**src/design/bitmap_priority_task_scheduler_assert.svh**
```systemverilog
// assertion macros for the bitmap priority task scheduler
// expects clk and rst_n in the scope of each use
`ifndef BITMAP_PRIORITY_TASK_SCHEDULER_ASSERT_SVH
`define BITMAP_PRIORITY_TASK_SCHEDULER_ASSERT_SVH

// same-cycle implication
`define BPTS_ASSERT_SAME(label, ante, cons, msg) \
    label: assert property (@(posedge clk) disable iff (!rst_n) (ante) |-> (cons)) \
        else $error(msg);

// next-cycle implication
`define BPTS_ASSERT_NEXT(label, ante, cons, msg) \
    label: assert property (@(posedge clk) disable iff (!rst_n) (ante) |=> (cons)) \
        else $error(msg);

`endif

```
**src/design/bpts_pkg.sv**
```systemverilog
// shared types, codes and defaults for the bitmap priority task scheduler
// no dependencies
package bpts_pkg;

    localparam int TASK_SLOTS_DEF  = 32;
    localparam int WAIT_QUEUES_DEF = 8;
    localparam int SLOT_FIELD_W    = 5;
    localparam int IN_TDATA_W      = 16;
    localparam int OUT_TDATA_W     = 16;

    typedef enum logic [2:0] {
        ACT_CREATE,
        ACT_DELETE,
        ACT_START,
        ACT_STOP,
        ACT_PICK,
        ACT_BLOCK,
        ACT_WAKE,
        ACT_READ
    } action_t;

    typedef enum logic [1:0] {
        SS_FREE,
        SS_DORMANT,
        SS_READY,
        SS_BLOCKED
    } slot_state_t;

    typedef enum logic [1:0] {
        STS_OK,
        STS_WRONG,
        STS_EMPTY
    } status_t;

    typedef enum logic [1:0] {
        FSM_IDLE,
        FSM_EXEC,
        FSM_CANCEL
    } fsm_t;

    typedef struct packed {
        action_t     action;
        logic [4:0]  task_slot;
        logic [2:0]  wait_queue;
    } cmd_t;

    // status in the low bits, cancel_notice on top
    typedef struct packed {
        logic        cancel_notice;
        slot_state_t slot_state;
        logic [4:0]  chosen_slot;
        status_t     status;
    } result_t;

endpackage

```
**src/design/bpts_ram.sv**
```systemverilog
// generic single-port-write, single-port-read ram with registered read
// no dependencies beyond bpts_pkg defaults
module bpts_ram #(
    parameter int WIDTH = bpts_pkg::TASK_SLOTS_DEF,
    parameter int DEPTH = bpts_pkg::WAIT_QUEUES_DEF,
    localparam int AW   = (DEPTH > 1) ? $clog2(DEPTH) : 1
) (
    input  logic             clk,
    input  logic             wr_en,
    input  logic [AW-1:0]    wr_addr,
    input  logic [WIDTH-1:0] wr_data,
    input  logic             rd_en,
    input  logic [AW-1:0]    rd_addr,
    output logic [WIDTH-1:0] rd_data
);

    logic [WIDTH-1:0] mem [DEPTH];
    logic [WIDTH-1:0] rd_data_reg;

    always_ff @(posedge clk)
    begin
        if (wr_en)
        begin
            mem[wr_addr] <= wr_data;
        end
        if (rd_en)
        begin
            rd_data_reg <= mem[rd_addr];
        end
    end

    assign rd_data = rd_data_reg;

endmodule

```
**src/design/bitmap_priority_task_scheduler.sv**
```systemverilog
// result: registered on commit, once the output is free; a blocked-task stop adds a cancel pass
// beats: a new beat is accepted only in idle, not before the last one is done with the
// read-modify-write of the slot and wait-queue rams (registered read)
// reset: async active low, clears fsm, ready bitmap, current task and ram valid bits;
// no clearing pass, entries without a valid bit read as free or empty
// depends on bpts_pkg, bpts_ram and bitmap_priority_task_scheduler_assert.svh
`include "bitmap_priority_task_scheduler_assert.svh"

module bitmap_priority_task_scheduler #(
    parameter int TASK_SLOTS  = bpts_pkg::TASK_SLOTS_DEF,
    parameter int WAIT_QUEUES = bpts_pkg::WAIT_QUEUES_DEF
) (
    input  logic                             clk,
    input  logic                             rst_n,
    input  logic                             s_axis_tvalid,
    output logic                             s_axis_tready,
    // action[2:0], task_slot[7:3], wait_queue[10:8], zero fill
    input  logic [bpts_pkg::IN_TDATA_W-1:0]  s_axis_tdata,
    output logic                             m_axis_tvalid,
    input  logic                             m_axis_tready,
    // status[1:0], chosen_slot[6:2], slot_state[8:7], cancel_notice[9], zero fill
    output logic [bpts_pkg::OUT_TDATA_W-1:0] m_axis_tdata
);

    localparam int SW = (TASK_SLOTS > 1) ? $clog2(TASK_SLOTS) : 1;
    localparam int QW = (WAIT_QUEUES > 1) ? $clog2(WAIT_QUEUES) : 1;
    localparam int EW = QW + 2;
    localparam int PAD_W = bpts_pkg::OUT_TDATA_W - $bits(bpts_pkg::result_t);

    bpts_pkg::fsm_t    state_reg, state_next;
    bpts_pkg::cmd_t    cmd_reg;
    bpts_pkg::result_t res_reg, res_next;
    logic                  out_valid_reg;
    logic [TASK_SLOTS-1:0] ready_reg, ready_next;
    logic [SW-1:0]         run_slot_reg, run_slot_next;
    logic                  run_vld_reg, run_vld_next;
    logic [TASK_SLOTS-1:0] slot_vld_reg;
    logic [WAIT_QUEUES-1:0] q_vld_reg;
    logic [SW-1:0]         sraddr_reg;
    logic [QW-1:0]         qraddr_reg;

    logic                  accept;
    logic                  out_free;
    logic                  commit;
    logic                  go_cancel;

    logic                  slot_rd_en, slot_wr_en;
    logic [SW-1:0]         slot_rd_addr, slot_wr_addr;
    logic [EW-1:0]         slot_rd_data, slot_wr_data;
    logic                  q_rd_en, q_wr_en;
    logic [QW-1:0]         q_rd_addr, q_wr_addr;
    logic [TASK_SLOTS-1:0] q_rd_data, q_wr_data;

    logic                  slot_ok, queue_ok, sraddr_ok, qraddr_ok;
    bpts_pkg::slot_state_t cur_state;
    logic [QW-1:0]         ent_queue;
    logic [TASK_SLOTS-1:0] q_row;
    logic [TASK_SLOTS-1:0] sel_bit, wq_bit;
    logic                  rdy_any, wq_any;
    logic [SW-1:0]         rdy_top, wq_top;

    bpts_ram #(
        .WIDTH (EW),
        .DEPTH (TASK_SLOTS)
    ) u_slot_ram (
        .clk     (clk),
        .wr_en   (slot_wr_en),
        .wr_addr (slot_wr_addr),
        .wr_data (slot_wr_data),
        .rd_en   (slot_rd_en),
        .rd_addr (slot_rd_addr),
        .rd_data (slot_rd_data)
    );

    bpts_ram #(
        .WIDTH (TASK_SLOTS),
        .DEPTH (WAIT_QUEUES)
    ) u_queue_ram (
        .clk     (clk),
        .wr_en   (q_wr_en),
        .wr_addr (q_wr_addr),
        .wr_data (q_wr_data),
        .rd_en   (q_rd_en),
        .rd_addr (q_rd_addr),
        .rd_data (q_rd_data)
    );

    assign accept   = s_axis_tvalid && s_axis_tready;
    assign out_free = !out_valid_reg || m_axis_tready;
    assign commit   = ((state_reg == bpts_pkg::FSM_EXEC) && !go_cancel && out_free)
                   || ((state_reg == bpts_pkg::FSM_CANCEL) && out_free);

    // next state
    always_comb
    begin
        state_next = state_reg;
        case (state_reg)
            bpts_pkg::FSM_IDLE:
            begin
                if (accept)
                begin
                    state_next = bpts_pkg::FSM_EXEC;
                end
            end
            bpts_pkg::FSM_EXEC:
            begin
                if (go_cancel)
                begin
                    state_next = bpts_pkg::FSM_CANCEL;
                end
                else if (commit)
                begin
                    state_next = bpts_pkg::FSM_IDLE;
                end
            end
            bpts_pkg::FSM_CANCEL:
            begin
                if (commit)
                begin
                    state_next = bpts_pkg::FSM_IDLE;
                end
            end
            default:
            begin
                state_next = bpts_pkg::FSM_IDLE;
            end
        endcase
    end

    // handshake and ram reads
    always_comb
    begin
        s_axis_tready = 1'b0;
        slot_rd_en    = 1'b0;
        q_rd_en       = 1'b0;
        slot_rd_addr  = SW'(s_axis_tdata[7:3]);
        q_rd_addr     = QW'(s_axis_tdata[10:8]);
        case (state_reg)
            bpts_pkg::FSM_IDLE:
            begin
                s_axis_tready = 1'b1;
                slot_rd_en    = s_axis_tvalid;
                q_rd_en       = s_axis_tvalid;
                if (bpts_pkg::action_t'(s_axis_tdata[2:0]) == bpts_pkg::ACT_BLOCK)
                begin
                    slot_rd_addr = run_slot_reg;
                end
            end
            bpts_pkg::FSM_EXEC:
            begin
                q_rd_en   = go_cancel;
                q_rd_addr = ent_queue;
            end
            default:
            begin
                s_axis_tready = 1'b0;
            end
        endcase
    end

    // read data with valid bits
    assign slot_ok   = int'(cmd_reg.task_slot) < TASK_SLOTS;
    assign queue_ok  = int'(cmd_reg.wait_queue) < WAIT_QUEUES;
    assign sraddr_ok = int'(sraddr_reg) < TASK_SLOTS;
    assign qraddr_ok = int'(qraddr_reg) < WAIT_QUEUES;
    assign cur_state = (sraddr_ok && slot_vld_reg[sraddr_reg])
                     ? bpts_pkg::slot_state_t'(slot_rd_data[1:0]) : bpts_pkg::SS_FREE;
    assign ent_queue = slot_rd_data[EW-1:2];
    assign q_row     = (qraddr_ok && q_vld_reg[qraddr_reg]) ? q_rd_data : '0;
    assign sel_bit   = {{(TASK_SLOTS-1){1'b0}}, 1'b1} << sraddr_reg;
    assign wq_bit    = {{(TASK_SLOTS-1){1'b0}}, 1'b1} << wq_top;

    // highest set bit encoders
    always_comb
    begin
        rdy_any = 1'b0;
        rdy_top = '0;
        wq_any  = 1'b0;
        wq_top  = '0;
        for (int i = 0; i < TASK_SLOTS; i++)
        begin
            if (ready_reg[i])
            begin
                rdy_any = 1'b1;
                rdy_top = SW'(i);
            end
            if (q_row[i])
            begin
                wq_any = 1'b1;
                wq_top = SW'(i);
            end
        end
    end

    // action execution
    always_comb
    begin
        ready_next     = ready_reg;
        run_slot_next  = run_slot_reg;
        run_vld_next   = run_vld_reg;
        go_cancel      = 1'b0;
        slot_wr_en     = 1'b0;
        slot_wr_addr   = sraddr_reg;
        slot_wr_data   = {ent_queue, bpts_pkg::SS_FREE};
        q_wr_en        = 1'b0;
        q_wr_addr      = qraddr_reg;
        q_wr_data      = q_row;
        res_next.status        = bpts_pkg::STS_OK;
        res_next.chosen_slot   = cmd_reg.task_slot;
        res_next.slot_state    = slot_ok ? cur_state : bpts_pkg::SS_FREE;
        res_next.cancel_notice = 1'b0;
        case (cmd_reg.action)
            bpts_pkg::ACT_CREATE:
            begin
                if (slot_ok && cur_state == bpts_pkg::SS_FREE)
                begin
                    slot_wr_en          = commit;
                    slot_wr_data        = {ent_queue, bpts_pkg::SS_DORMANT};
                    res_next.slot_state = bpts_pkg::SS_DORMANT;
                end
                else
                begin
                    res_next.status = bpts_pkg::STS_WRONG;
                end
            end
            bpts_pkg::ACT_DELETE:
            begin
                if (slot_ok && cur_state == bpts_pkg::SS_DORMANT)
                begin
                    slot_wr_en          = commit;
                    slot_wr_data        = {ent_queue, bpts_pkg::SS_FREE};
                    res_next.slot_state = bpts_pkg::SS_FREE;
                end
                else
                begin
                    res_next.status = bpts_pkg::STS_WRONG;
                end
            end
            bpts_pkg::ACT_START:
            begin
                if (slot_ok && cur_state == bpts_pkg::SS_DORMANT)
                begin
                    slot_wr_en          = commit;
                    slot_wr_data        = {ent_queue, bpts_pkg::SS_READY};
                    ready_next          = ready_reg | sel_bit;
                    res_next.slot_state = bpts_pkg::SS_READY;
                end
                else
                begin
                    res_next.status = bpts_pkg::STS_WRONG;
                end
            end
            bpts_pkg::ACT_STOP:
            begin
                if (slot_ok && cur_state == bpts_pkg::SS_READY)
                begin
                    slot_wr_en          = commit;
                    slot_wr_data        = {ent_queue, bpts_pkg::SS_DORMANT};
                    ready_next          = ready_reg & ~sel_bit;
                    res_next.slot_state = bpts_pkg::SS_DORMANT;
                    if (run_vld_reg && run_slot_reg == sraddr_reg)
                    begin
                        run_vld_next = 1'b0;
                    end
                end
                else if (slot_ok && cur_state == bpts_pkg::SS_BLOCKED)
                begin
                    if (state_reg == bpts_pkg::FSM_CANCEL)
                    begin
                        // second pass: queue row of the blocked slot is now read
                        slot_wr_en             = commit;
                        slot_wr_data           = {ent_queue, bpts_pkg::SS_DORMANT};
                        q_wr_en                = commit;
                        q_wr_data              = q_row & ~sel_bit;
                        res_next.slot_state    = bpts_pkg::SS_DORMANT;
                        res_next.cancel_notice = 1'b1;
                        if (run_vld_reg && run_slot_reg == sraddr_reg)
                        begin
                            run_vld_next = 1'b0;
                        end
                    end
                    else
                    begin
                        go_cancel = (state_reg == bpts_pkg::FSM_EXEC);
                    end
                end
                else
                begin
                    res_next.status = bpts_pkg::STS_WRONG;
                end
            end
            bpts_pkg::ACT_PICK:
            begin
                if (rdy_any)
                begin
                    run_slot_next        = rdy_top;
                    run_vld_next         = 1'b1;
                    res_next.chosen_slot = bpts_pkg::SLOT_FIELD_W'(rdy_top);
                    res_next.slot_state  = bpts_pkg::SS_READY;
                end
                else
                begin
                    run_vld_next         = 1'b0;
                    res_next.status      = bpts_pkg::STS_EMPTY;
                    res_next.chosen_slot = '0;
                    res_next.slot_state  = bpts_pkg::SS_FREE;
                end
            end
            bpts_pkg::ACT_BLOCK:
            begin
                res_next.chosen_slot = bpts_pkg::SLOT_FIELD_W'(run_slot_reg);
                res_next.slot_state  = cur_state;
                if (run_vld_reg && queue_ok && cur_state == bpts_pkg::SS_READY)
                begin
                    slot_wr_en          = commit;
                    slot_wr_data        = {qraddr_reg, bpts_pkg::SS_BLOCKED};
                    q_wr_en             = commit;
                    q_wr_data           = q_row | sel_bit;
                    ready_next          = ready_reg & ~sel_bit;
                    run_vld_next        = 1'b0;
                    res_next.slot_state = bpts_pkg::SS_BLOCKED;
                end
                else
                begin
                    res_next.status = bpts_pkg::STS_WRONG;
                end
            end
            bpts_pkg::ACT_WAKE:
            begin
                if (queue_ok && wq_any)
                begin
                    slot_wr_en           = commit;
                    slot_wr_addr         = wq_top;
                    slot_wr_data         = {qraddr_reg, bpts_pkg::SS_READY};
                    q_wr_en              = commit;
                    q_wr_data            = q_row & ~wq_bit;
                    ready_next           = ready_reg | wq_bit;
                    res_next.chosen_slot = bpts_pkg::SLOT_FIELD_W'(wq_top);
                    res_next.slot_state  = bpts_pkg::SS_READY;
                end
                else
                begin
                    res_next.status      = bpts_pkg::STS_EMPTY;
                    res_next.chosen_slot = '0;
                    res_next.slot_state  = bpts_pkg::SS_FREE;
                end
            end
            bpts_pkg::ACT_READ:
            begin
                if (!slot_ok)
                begin
                    res_next.status = bpts_pkg::STS_WRONG;
                end
            end
            default:
            begin
                res_next.status = bpts_pkg::STS_WRONG;
            end
        endcase
    end

    always_ff @(posedge clk or negedge rst_n)
    begin
        if (!rst_n)
        begin
            state_reg     <= bpts_pkg::FSM_IDLE;
            out_valid_reg <= 1'b0;
            ready_reg     <= '0;
            run_slot_reg  <= '0;
            run_vld_reg   <= 1'b0;
            slot_vld_reg  <= '0;
            q_vld_reg     <= '0;
        end
        else
        begin
            state_reg <= state_next;
            if (commit)
            begin
                out_valid_reg <= 1'b1;
                ready_reg     <= ready_next;
                run_slot_reg  <= run_slot_next;
                run_vld_reg   <= run_vld_next;
            end
            else if (m_axis_tready)
            begin
                out_valid_reg <= 1'b0;
            end
            if (slot_wr_en)
            begin
                slot_vld_reg[slot_wr_addr] <= 1'b1;
            end
            if (q_wr_en)
            begin
                q_vld_reg[q_wr_addr] <= 1'b1;
            end
        end
    end

    always_ff @(posedge clk)
    begin
        if (accept)
        begin
            cmd_reg.action     <= bpts_pkg::action_t'(s_axis_tdata[2:0]);
            cmd_reg.task_slot  <= s_axis_tdata[7:3];
            cmd_reg.wait_queue <= s_axis_tdata[10:8];
        end
        if (slot_rd_en)
        begin
            sraddr_reg <= slot_rd_addr;
        end
        if (q_rd_en)
        begin
            qraddr_reg <= q_rd_addr;
        end
        if (commit)
        begin
            res_reg <= res_next;
        end
    end

    assign m_axis_tvalid = out_valid_reg;
    assign m_axis_tdata  = {{PAD_W{1'b0}}, res_reg};

    `BPTS_ASSERT_NEXT(a_accept_exec, accept, state_reg == bpts_pkg::FSM_EXEC, "accepted beat did not start execution")
    `BPTS_ASSERT_SAME(a_cancel_ok, out_valid_reg && res_reg.cancel_notice, res_reg.status == bpts_pkg::STS_OK, "cancel notice with error status")
    `BPTS_ASSERT_SAME(a_empty_zero, out_valid_reg && res_reg.status == bpts_pkg::STS_EMPTY, res_reg.chosen_slot == 5'd0 && res_reg.slot_state == bpts_pkg::SS_FREE, "empty result carries a slot")
    `BPTS_ASSERT_SAME(a_cancel_entry, state_reg == bpts_pkg::FSM_CANCEL, $past(state_reg) == bpts_pkg::FSM_EXEC || $past(state_reg) == bpts_pkg::FSM_CANCEL, "cancel pass without execution")

endmodule
```
**config.mk**
```make
export PLATFORM = sky130hd
export DESIGN_NAME = bitmap_priority_task_scheduler
export DESIGN_NICKNAME = d
export VERILOG_FILES = /design/src/design/bpts_pkg.sv /design/src/design/bpts_ram.sv /design/src/design/bitmap_priority_task_scheduler.sv
export VERILOG_INCLUDE_DIRS = /design/src /design/src/design
export SDC_FILE = /design/constraint.sdc
export NUM_CORES = 1
export LEC_CHECK = 0
export ABC_CLOCK_PERIOD_IN_PS = 11280
export BUFFER_PORTS_ARGS = -buffer_cell sky130_fd_sc_hd__buf_2
export CORE_UTILIZATION = 45
export DETAILED_ROUTE_END_ITERATION = 6
export GPL_TIMING_DRIVEN = 1
export PLACE_DENSITY_LB_ADDON = 0.12
export RECOVER_POWER = 100
export SYNTH_ARGS = -nofsm -noshare
export SYNTH_HDL_FRONTEND = slang
export SYNTH_SLANG_ARGS = --single-unit
```
**constraint.sdc**
```tcl
create_clock -name clk -period 11.28 [get_ports clk]
set_clock_uncertainty 0.05 [all_clocks]
set_input_delay 2.256 -clock clk [delete_from_list [all_inputs] [get_ports clk]]
set_output_delay 2.256 -clock clk [all_outputs]
set_load 0.02 [all_outputs]
```
# Word level (Yosys, flattened, before mapping)
# Memories as Yosys holds them, arrays and structs flattened. A register that Yosys moved wholly into a read port is not among the register bits.
# Index checks and enable logic that the tools add are counted.
dict set report op_classes {
  shift 2
  n_bitwise 12
  reduce_logical 23
  n_lt_le_gt_ge 5
  n_eq_ne 21
  muxes 213
}
# operator n
set op_table {}
lappend op_table {{2-to-1 mux 5 bit} 66}
lappend op_table {{2-to-1 mux 32 bit} 10}
lappend op_table {{OR 32 bit} 4}
lappend op_table {{one-hot mux 32 bit (4 select lines)} 1}
lappend op_table {{2-to-1 mux 1 bit} 105}
lappend op_table {{bitwise AND 32 bit} 3}
lappend op_table {{one-hot mux 32 bit (3 select lines)} 1}
lappend op_table {{NOT 32 bit} 2}
lappend op_table {{left shift 1 x 5 -> 32 bit, first input constant} 2}
lappend op_table {{one-hot mux 2 bit (7 select lines)} 2}
lappend op_table {{2-to-1 mux 2 bit} 13}
lappend op_table {{one-hot mux 5 bit (5 select lines)} 1}
lappend op_table {{equality test 3 bit, second input constant} 5}
lappend op_table {{one-hot mux 5 bit (3 select lines)} 1}
lappend op_table {{2-to-1 mux 7 bit} 2}
lappend op_table {{less-than comparator 5 x 6 -> 1 bit, second input constant} 2}
lappend op_table {{inequality test 2 bit, second input constant} 5}
lappend op_table {{logical AND 1 bit} 8}
lappend op_table {{OR 8 bit} 1}
lappend op_table {{equality test 2 bit, second input constant} 3}
lappend op_table {{equality test 3 x 2 -> 1 bit, second input constant} 2}
lappend op_table {{2-to-1 mux 3 bit} 2}
lappend op_table {{inequality test 3 bit, second input constant} 2}
lappend op_table {{one-hot mux 1 bit (3 select lines)} 2}
lappend op_table {{other kinds (26)} 31}
dict set report totals {
  elab_cells 293
  out_inout_bits 18
  inputBits 20
  regBits 107
  mem_bits_rw 416
  n_memories 2
}
# memory words width rd rd_clocked_by_memory_dff write_ports line
set memory_table {}
lappend memory_table {u_queue_ram.mem 8 32 1 1 1 bpts_ram.sv:17} ;# logic [WIDTH-1:0] mem [DEPTH];
lappend memory_table {u_slot_ram.mem 32 5 1 1 1 bpts_ram.sv:17}

# Depth between registers and ports, before layout
# Gate-level depths: netlist of run 1.
dict set report depth {
  ltp_word 42
  ltp_mapped 13
  depth_no_buf 9
}

# Hierarchy
# From an unflattened synthesis of run 1, not the netlist that was laid out.
dict set report unflattened {
  cells_unflattened 1595
  area_unflattened_um2 24720.0
}
# module cells_per_inst n_inst seq_area_each_um2 area_each_um2
set modules_own_cells {}
lappend modules_own_cells {{bpts_ram at u_queue_ram} 415 1 8648.3 10786.6}
lappend modules_own_cells {bitmap_priority_task_scheduler 903 1 2807.7 7538.5}
lappend modules_own_cells {{bpts_ram at u_slot_ram} 277 1 4954.8 6394.9}

# Worst setup path before layout of run 1
# No wires, ideal clock.
dict set report synth_path {
  path_kind {input to register}
  start {input port s_axis_tdata[1] in the netlist's numbering}
  end {register u_slot_ram.rd_data_reg[0], in the netlist u_slot_ram.rd_data[0], read port of u_slot_ram.mem (data pin)}
  required_ps 10958
  t_arrival_ps 4381
  setup_time_ps 272
  path_slack_ps 6577
  path_stages 9
  path_buffers 2
  cell_sequence {nand4b_1 mux2i_2 clkinv_1 clkbuf_1 clkbuf_1 nand2_1 a311oi_1 o311ai_0 o31ai_1}
}
dict set report synth_between {
  elab_chain_cells 3
}
# item line
set synth_rtl {}
lappend synth_rtl {{from (decl)} bitmap_priority_task_scheduler.sv:18} ;# input logic [bpts_pkg::IN_TDATA_W-1:0] s_axis_tdata,
lappend synth_rtl {{equality test 3 bit} bitmap_priority_task_scheduler.sv:144} ;# if (bpts_pkg::action_t'(s_axis_tdata[2:0]) == bpts_pkg::ACT_BLOCK)
lappend synth_rtl {{2-to-1 mux 5 bit} bitmap_priority_task_scheduler.sv:144}
lappend synth_rtl {{2-to-1 mux 5 bit} bitmap_priority_task_scheduler.sv:138} ;# case (state_reg)
lappend synth_rtl {{to (decl)} bpts_ram.sv:18} ;# logic [WIDTH-1:0] rd_data_reg;
# No other way between the ends.
# A chain may end at the register's enable or synchronous reset.

# Final worst setup path of run 1
dict set report layout_path {
  start {register cmd_reg[9] in the netlist's numbering}
  end {memory u_queue_ram.mem[5][23] in the netlist's numbering (enable)}
}
dict set report layout_between {
  elab_chain_cells 12
  word_cells_on_any_way 16
  classes_between {eq/ne: 3; mux: 9; reduce/logical: 4}
}
# item line
set layout_rtl {}
lappend layout_rtl {{from (decl)} bitmap_priority_task_scheduler.sv:31} ;# bpts_pkg::cmd_t cmd_reg;
lappend layout_rtl {{equality test 3 x 2 -> 1 bit} bitmap_priority_task_scheduler.sv:212} ;# case (cmd_reg.action)
lappend layout_rtl {{2-to-1 mux 1 bit} bitmap_priority_task_scheduler.sv:212}
lappend layout_rtl {{logical NOT 1 bit} bitmap_priority_task_scheduler.sv:90} ;# assign commit = ((state_reg == bpts_pkg::FSM_EXEC) && !go_cancel && out_free)
lappend layout_rtl {{logical AND 1 bit (2 in series)} bitmap_priority_task_scheduler.sv:90}
lappend layout_rtl {{logical OR 1 bit} bitmap_priority_task_scheduler.sv:91} ;# || ((state_reg == bpts_pkg::FSM_CANCEL) && out_free);
lappend layout_rtl {{2-to-1 mux 1 bit} bitmap_priority_task_scheduler.sv:268} ;# if (state_reg == bpts_pkg::FSM_CANCEL)
lappend layout_rtl {{2-to-1 mux 1 bit} bitmap_priority_task_scheduler.sv:266} ;# else if (slot_ok && cur_state == bpts_pkg::SS_BLOCKED)
lappend layout_rtl {{2-to-1 mux 1 bit} bitmap_priority_task_scheduler.sv:255} ;# if (slot_ok && cur_state == bpts_pkg::SS_READY)
lappend layout_rtl {{one-hot mux 1 bit (3 select lines) (*)} bitmap_priority_task_scheduler.sv:212}
lappend layout_rtl {{2-to-1 mux 1 bit (*)} bpts_ram.sv:22} ;# if (wr_en)
lappend layout_rtl {{2-to-1 mux 1 bit (implied by the code) (*)} bpts_ram.sv:24} ;# mem[wr_addr] <= wr_data;
lappend layout_rtl {{to (decl)} bpts_ram.sv:17}
# Every way passes the cells marked *; elsewhere a longest branch is shown, timed or not.

==> results of run 1 <==
==> final cells by class <==
| class | count | area [um2] |
|---|---|---|
| inverters | 33 | 126 |
| fillers | 4941 | 27200 |
| clock buffers | 82 | 1680 |
| clock inverters | 29 | 472 |
| repair buffers | 63 | 314 |
| flip-flops and latches | 560 | 16400 |
| well taps | 748 | 936 |
| multi-input cells | 1491 | 8140 |
==> worst max-delay path, stage by stage, from the launching register on <==
cell and delay (ps):
edfxtp_1 690, clkinv_1 500, nor2_2 210, clkbuf_1 1380, o311ai_0 350, clkbuf_1 390, nand2_1 380, nor2_1 60
o21ai_0 1270, and3_2 380, clkbuf_1 1820
==> cells by family (layout without fill, tap and decap cells) <==
| kind of cell | count (synthesis) | in the layout | share of synthesized area |
|---|---|---|---|
| multiplexers | 55 | 55 | 0.0292 |
| AND/OR/NAND/NOR | 996 | 996 | 0.176 |
| XOR/XNOR | 5 | 5 | 0.00173 |
| AO/OA/AOI/OAI | 429 | 429 | 0.115 |
| other | 1 | 6 | 0.000148 |
| flip-flops | 560 | 560 | 0.648 |
| buffers and inverters | 175 | 207 | 0.0298 |
==> worst min path at each step <==
stage	end	slack, ps	cells after the start
detailed placement	q_vld_reg[5]	400	1
floorplan	q_vld_reg[4]	380	1
finish	q_vld_reg[5]	420	1
CTS	q_vld_reg[5]	420	1
global route	q_vld_reg[5]	420	1
global placement	q_vld_reg[4]	400	1
==> routing by layer <==
metal	wire length (um)	GRT usage	part of all wire
met1	30900	0.353	0.43
met2	34000	0.406	0.47
met3	4700	0.0319	0.066
met4	2040	0.0812	0.028
met5	0	0	0
==> cells in the final DEF, fill, tap and decap left out, types with 12 or more instances in the layout <==
| master | instances |
|---|---|
| edfxtp_1 | 479 |
| buf_4 | 18 |
| dfrtp_1 | 81 |
| nand3_1 | 222 |
| o31ai_1 | 27 |
| nor2b_1 | 12 |
| o21bai_1 | 35 |
| nand2_1 | 516 |
| clkbuf_16 | 61 |
| inv_1 | 27 |
| nor3_1 | 17 |
| mux2i_1 | 29 |
| and3_1 | 31 |
| nand2b_1 | 13 |
| o211ai_1 | 35 |
| a311oi_1 | 31 |
| a21oi_1 | 52 |
| a31oi_1 | 21 |
| nor4_1 | 20 |
| nor2_1 | 115 |
| o22ai_1 | 19 |
| mux4_2 | 14 |
| o311ai_0 | 18 |
| o21ai_0 | 119 |
| clkbuf_1 | 51 |
==> report_power, final <==
group,leakage [nW],switching [W],internal (W)
Combinational,3.06,0.000441,0.000190
Sequential,6.01,0.000112,0.00235
Clock,1.05,0.000808,0.00129
==> stage by stage <==
step                utilization  worst slack (ps)
finish                    0.508              3300
global route              0.508              2760
CTS                       0.511              5630
detailed placement        0.473              5310
global placement          0.473              5340
floorplan                     -              6580
==> results.md, run 1 <==
* Reg with most FFs: u_queue_ram.mem
* Largest fanout on the critical path at 39
* Max FFs per register at 256
* R2R Setup Slk at 3300 ps
* Ports at 38
* Maxcap violations at 18
* Yosys synthesis warning count at 0
* Via density at 5.99
* Failing checks: max-capacitance violations, max-slew violations
* Crit path DAT at 8100 ps
* Crit. Startpoint: cmd_reg[9]
* CP startpoint kind: flip-flop
* Tot GR Track Use at 0.251
* Core ar. at 0.0553 mm2
* Worst Setup EP: u_queue_ram.mem[5][23]
* Clock tree from TritonCTS: built
* RSZ-0062 raised after global routing: no
* R2r endpoint: u_queue_ram.mem[5][23]
* Max Transition Viols Final at 631
* Inserted Diodes at 0
* Final Critical Period at 7980 ps
* Reg2reg start: cmd_reg[9]
* Via count at 18.0k
* Worst reg2reg path depth at 10
* Setup TNS at 0 ps
* Worst-path clk slew at 60 ps
* Leading area contributor after synthesis: edfxtp_1
* Hold Path Class: reg -> reg
* Largest net degree at the start of global routing at 91
* Top post-synthesis cells by area: edfxtp_1 (57%), dfrtp_1 (8.0%), nand2_1 (7.6%), nand3_1 (4.3%), o21ai_0 (2.0%)
* Design Area, Final at 0.0281 mm2
* Routed len/inst at about 24 um
* Relative slew slack at -1.54
* Tcrit/Tclk final at 0.707
* Initial Util at 0.458
* Crit. End Element: flip-flop
* Most frequent cell after synthesis: nand2_1
* Initial DRC count at between 1.5k and 2k
* Remaining DRCs at 0
* Htree depth at 2
* Die area at 0.0572 mm2
* Sequential area share after synthesis at 0.648
* CTS Buffer Depth at 3
* Fraction of layout cells with a size suffix above 1 at 0.0726
* Seq cells post-synth at 560
* CTS resizes at 0
* Detailed Route WL at 71,600 um
* Post-route total power at about 0.0052 W
* Non-Filler Instances at 3,006
* Post-Syn Instances at 2,221
* Slew @ Worst Pin at approximately 3800 ps
* Final Hold Vio Count at 0
* Unique masters post-synth at 81
* Num CTS Buffers at ~60
* Die Y at between 200 and 250 um
* Post-CTS setup buffer count at 0
* CTS Sinks at 560
* P_leak at 10.1 nW
* Fin Hold WS at 416 ps
* Routed Antenna Nets at 0
* Layout Nets at 2,228
* Number of iterations in the first detailed-routing pass at 6
* Vias in the first global route at 17.0k
* Dpl hpwl at approximately 44,000 um
* Asr flop ratio synth at 0.145
* Die X-Extent at 239 um
* Synth Flop Type: edfxtp_1
* Row cnt at 86
* Placed Area at 0.0261 mm2
* Top cells by instance count after synthesis: nand2_1 (515), edfxtp_1 (479), nand3_1 (217), nor2_1 (117), clkbuf_1 (100)
* Max IR drop VDD at 0.137 mV
* Placed cells at 2,895
* Area share of the leading cell type in the synthesized netlist at 0.568
* Crit path kind: reg -> reg
* Global route total overflow at 0
* Post-synth EDFFs at 479
* Outcome: finished, violations left
* First-pass GRT wire length at 108,000 um
* PwrDens at 185 mW/mm2
* Worst-skew pair later-pin latency at about 640 ps
* Initial antenna violation count at 0
* Fmax achieved at 125 MHz
* Worst endpoint required time at 11,410 ps
* Synthesized area at 0.0253 mm2
* Final setup violation count at 0
* Syn avg cell area at 11.4 um2
* Buffers on Ports at 26
* Final GP Congestion at 0.968
* Worst Hold Launch: q_vld_reg[5]
* Largest registers: u_queue_ram.mem x256, u_slot_ram.mem x160
* Area growth, synth to finish at 10.9%
* CTS root buf: clkbuf_16
* Hold Buf Count CTS at 0
No activity file was read; power rests on OpenSTA's default activity.
==> run 2, diff against run 1 <==
--- a/config.mk
+++ b/config.mk
@@ -6,7 +6,8 @@
 export SDC_FILE = /design/constraint.sdc
 export NUM_CORES = 1
 export LEC_CHECK = 0
-export ABC_CLOCK_PERIOD_IN_PS = 11280
+export ABC_AREA = 1
+export ABC_CLOCK_PERIOD_IN_PS = 6940
 export BUFFER_PORTS_ARGS = -buffer_cell sky130_fd_sc_hd__buf_2
 export CORE_UTILIZATION = 45
 export DETAILED_ROUTE_END_ITERATION = 6
==> constraint.sdc (replaced) <==
create_clock -name clk -period 6.94 [get_ports clk]
set_clock_uncertainty 0.05 [all_clocks]
set_input_delay 1.388 -clock clk [delete_from_list [all_inputs] [get_ports clk]]
set_output_delay 1.388 -clock clk [all_outputs]
set_load 0.02 [all_outputs]
==> run 2 against run 1 <==
Net effect:
- the run still ends with max-capacitance violations, max-slew violations left
- synthesized cell count is 14% higher
- fmax is 32% higher
- setup slack got worse by 2400 ps
- cell count up 11%
- clock power up 44%
- sequential power rose by 70%
- clock-buffer cell count shrank 8
- sequential share of layout area down 0.27 points
- combinational power grew to 3.8 times the previous value
- sequential cell count did not move
- via count up 5.2%
- highest routed layer unchanged
==> results.md, run 2 <==
* CTS root buf: clkbuf_16 (unchanged)
* Top post-synthesis cells by area: edfxtp_1 (56%), dfrtp_1 (7.9%), nor2_1 (7.5%), nand2_1 (5.4%), o21ai_0 (5.2%) (was edfxtp_1 (57%), dfrtp_1 (8.0%), nand2_1 (7.6%), nand3_1 (4.3%), o21ai_0 (2.0%))
* Via count at 18.9k (was 18.0k)
* Largest fanout on the critical path at 18 (was 39)
* Area growth, synth to finish at 10.0% (was 10.9%)
* Die X-Extent at 241 um (was 239 um)
* Initial antenna violation count at 0 (unchanged)
* Die Y at 241 um (was 239 um)
* Synth Flop Type: edfxtp_1 (unchanged)
* Remaining DRCs at 0 (unchanged)
* Inserted Diodes at 0 (unchanged)
* Tot GR Track Use at 0.250 (was 0.251)
* Leading area contributor after synthesis: edfxtp_1 (unchanged)
* Failing checks: max-capacitance violations, max-slew violations (unchanged)
* Final Hold Vio Count at 0 (unchanged)
* Post-CTS setup buffer count at 0 (unchanged)
* Fillcell total at 5,210 (was 4,941)
* Global route total overflow at 0 (unchanged)
* Detailed Route WL at 71,700 um (was 71,600 um)
* Setup TNS at 0 ps (unchanged)
* Routed len/inst at 21.5 um (was 23.8 um)
* Synthesized area at 0.0256 mm2 (was 0.0253 mm2)
* Crit path kind: reg -> reg (unchanged)
* Post-synth EDFFs at 479 (unchanged)
* Crit path DAT at 6250 ps (was 8100 ps)
* Dpl hpwl at 45,400 um (was 44,300 um)
* CTS resizes at 0 (unchanged)
* CTS Sinks at 560 (unchanged)
* Most frequent cells in the layout: nor2_1 (515), edfxtp_1 (479), nand2_1 (372), o21ai_0 (272), inv_1 (157) (was nand2_1 (516), edfxtp_1 (479), nand3_1 (222), o21ai_0 (119), nor2_1 (115))
* Reg with most FFs: u_queue_ram.mem (unchanged)
* Max IR drop VDD at 0.218 mV (was 0.137 mV)
* Placed Area at 0.0266 mm2 (was 0.0261 mm2)
* Max FFs per register at 256 (unchanged)
* P_leak at 10.6 nW (was 10.1 nW)
* Ports at 38 (unchanged)
* Worst-path clk slew at 60 ps (about the same)
* Tcrit/Tclk final at 0.872 (was 0.707)
* First-pass GRT wire length at 108,000 um (about the same)
* Asr flop ratio synth at 0.145 (unchanged)
* Commonest non-fill, non-tap cell in the layout: nor2_1 (was nand2_1)
* Area share of the leading cell type in the synthesized netlist at 0.561 (was 0.568)
* Max Transition Viols Final at 518 (was 631)
* Routed Antenna Nets at 0 (unchanged)
* Layout Nets at 2,547 (was 2,228)
* Core ar. at 0.0564 mm2 (was 0.0553 mm2)
* Via density at 5.69 (was 5.99)
* Clock tree from TritonCTS: built (unchanged)
* Initial Util at 0.455 (was 0.458)
* Design Area, Final at 0.0282 mm2 (was 0.0281 mm2)
* Most frequent cell after synthesis: nor2_1 (was nand2_1)
* Maxcap violations at 10 (was 18)
* Crit. End Element: flip-flop (unchanged)
* Hold Buf Count CTS at 0 (unchanged)
* Register area at 0.0164 mm2 (unchanged)
* PwrDens at 339 mW/mm2 (was 185 mW/mm2)
* Buffers on Ports at 26 (unchanged)
* CTS Buffer Depth at 3 (unchanged)
* Number of iterations in the first detailed-routing pass at 5 (was 6)
* CP startpoint kind: flip-flop (unchanged)
* Die area at 0.0579 mm2 (was 0.0572 mm2)
* Row cnt at 87 (was 86)
* Final GP Congestion at 0.918 (was 0.968)
* Final Critical Period at 6050 ps (was 7980 ps)
* Num CTS Buffers at 58 (was 59)
* Seq cells post-synth at 560 (unchanged)
* Post-Syn Instances at 2,529 (was 2,221)
* Fmax achieved at 165 MHz (was 125 MHz)
* Sequential area share after synthesis at 0.640 (was 0.648)
* Relative slew slack at -1.70 (was -1.54)
* Worst endpoint required time at 7140 ps (was 11,410 ps)
* Vias in the first global route at 17.5k (was 17.0k)
* Yosys synthesis warning count at 0 (unchanged)
* Hold Path Class: reg -> reg (unchanged)
* Largest registers: u_queue_ram.mem x256, u_slot_ram.mem x160 (unchanged)
* Htree depth at 2 (unchanged)
* Slew @ Worst Pin at 4050 ps (was 3810 ps)
* Initial DRC count at 1,811 (was 1,822)
* Largest net degree at the start of global routing at 93 (was 91)
* Outcome: finished, violations left (unchanged)
* Fraction of layout cells with a size suffix above 1 at 0.0711 (was 0.0726)
* RSZ-0062 raised after global routing: no (unchanged)
* Area of the multi-input gates at 0.00797 mm2 (was 0.00814 mm2)
* Worst-skew pair later-pin latency at 630 ps (was 640 ps)
* Syn avg cell area at 10.1 um2 (was 11.4 um2)
* Unique masters post-synth at 53 (was 81)
* Top cells by instance count after synthesis: nor2_1 (509), edfxtp_1 (479), nand2_1 (366), o21ai_0 (267), inv_1 (146) (was nand2_1 (515), edfxtp_1 (479), nand3_1 (217), nor2_1 (117), clkbuf_1 (100))
* Final setup violation count at 0 (unchanged)
==> run 2: layout make-up <==
cell class                 count  share of cell area
clock buffer                  74              0.0539
clock inverter                32              0.0111
inverter                     178              0.0237
multi-input combinational   1657               0.282
sequential                   560               0.582
tap                          756              0.0335
timing repair buffer          72              0.0135
==> run 2: final timing paths <==
path / start / slack [ps] / to / cells after the start
setup / recovery: sraddr_reg[3] / 890 / u_queue_ram.mem[0][13] / 17
hold / removal: slot_vld_reg[22] / 410 / slot_vld_reg[22] / 2
setup reg to reg: sraddr_reg[3] / 890 / u_queue_ram.mem[0][13] / 17
hold reg to reg: slot_vld_reg[22] / 410 / slot_vld_reg[22] / 2
max in group asynchronous: rst_n / 1830 / q_vld_reg[1] / 2
min in group asynchronous: rst_n / 710 / ready_reg[2] / 1
==> run 2: routing by layer <==
metal  share of wire  wire [um]  global-route usage
met4           0.020       1430              0.0643
met2            0.44      31200               0.361
met1            0.48      34100               0.387
met3           0.069       4940              0.0417
met5               0          0                   0
==> run 2: cell families after synthesis <==
family / Yosys count / share of synthesized area
compound gates: 558 / 0.130
xor+xnor: 2 / 0.000683
simple gates: 1091 / 0.180
other cells: 1 / 0.000146
flops: 560 / 0.640
buf+inv: 317 / 0.0487
==> run 2: power by group <==
part | switching [W] | internal (W)
clock | 0.00132 | 0.00171
combinational | 0.00176 | 0.000610
sequential | 0.000188 | 0.00398
total | 0.00326 | 0.00630
==> run 2: critical path, stage by stage (launching register included) <==
cell      delay [ps]
edfxtp_1         790
clkinv_1         800
a21oi_1          310
o21ai_0          120
nand2_1           80
nor2_1            50
a31oi_1          250
nand2_1          150
nor2_1           210
clkinv_1         150
nor2_1           190
inv_1            160
nor2_8           200
nor2_1           150
a211oi_2         480
nand2_1          310
nor2_4           560
clkbuf_2         610
==> run 2: stage by stage <==
stage / setup WS [ps] / util / instances / power (W) / hold WS (ps)
2_1_floorplan: 593 / - / 2534 / 0.00580 / 372
5_1_grt: 533 / 0.500 / 3329 / 0.0100 / 423
4_1_cts: 1520 / 0.505 / 3329 / 0.00964 / 413
3_5_place_dp: 1570 / 0.472 / 3223 / 0.00662 / 398
6_report: 889 / 0.500 / 3329 / 0.00956 / 409
3_3_place_gp: 1630 / 0.472 / 3223 / 0.00660 / 388
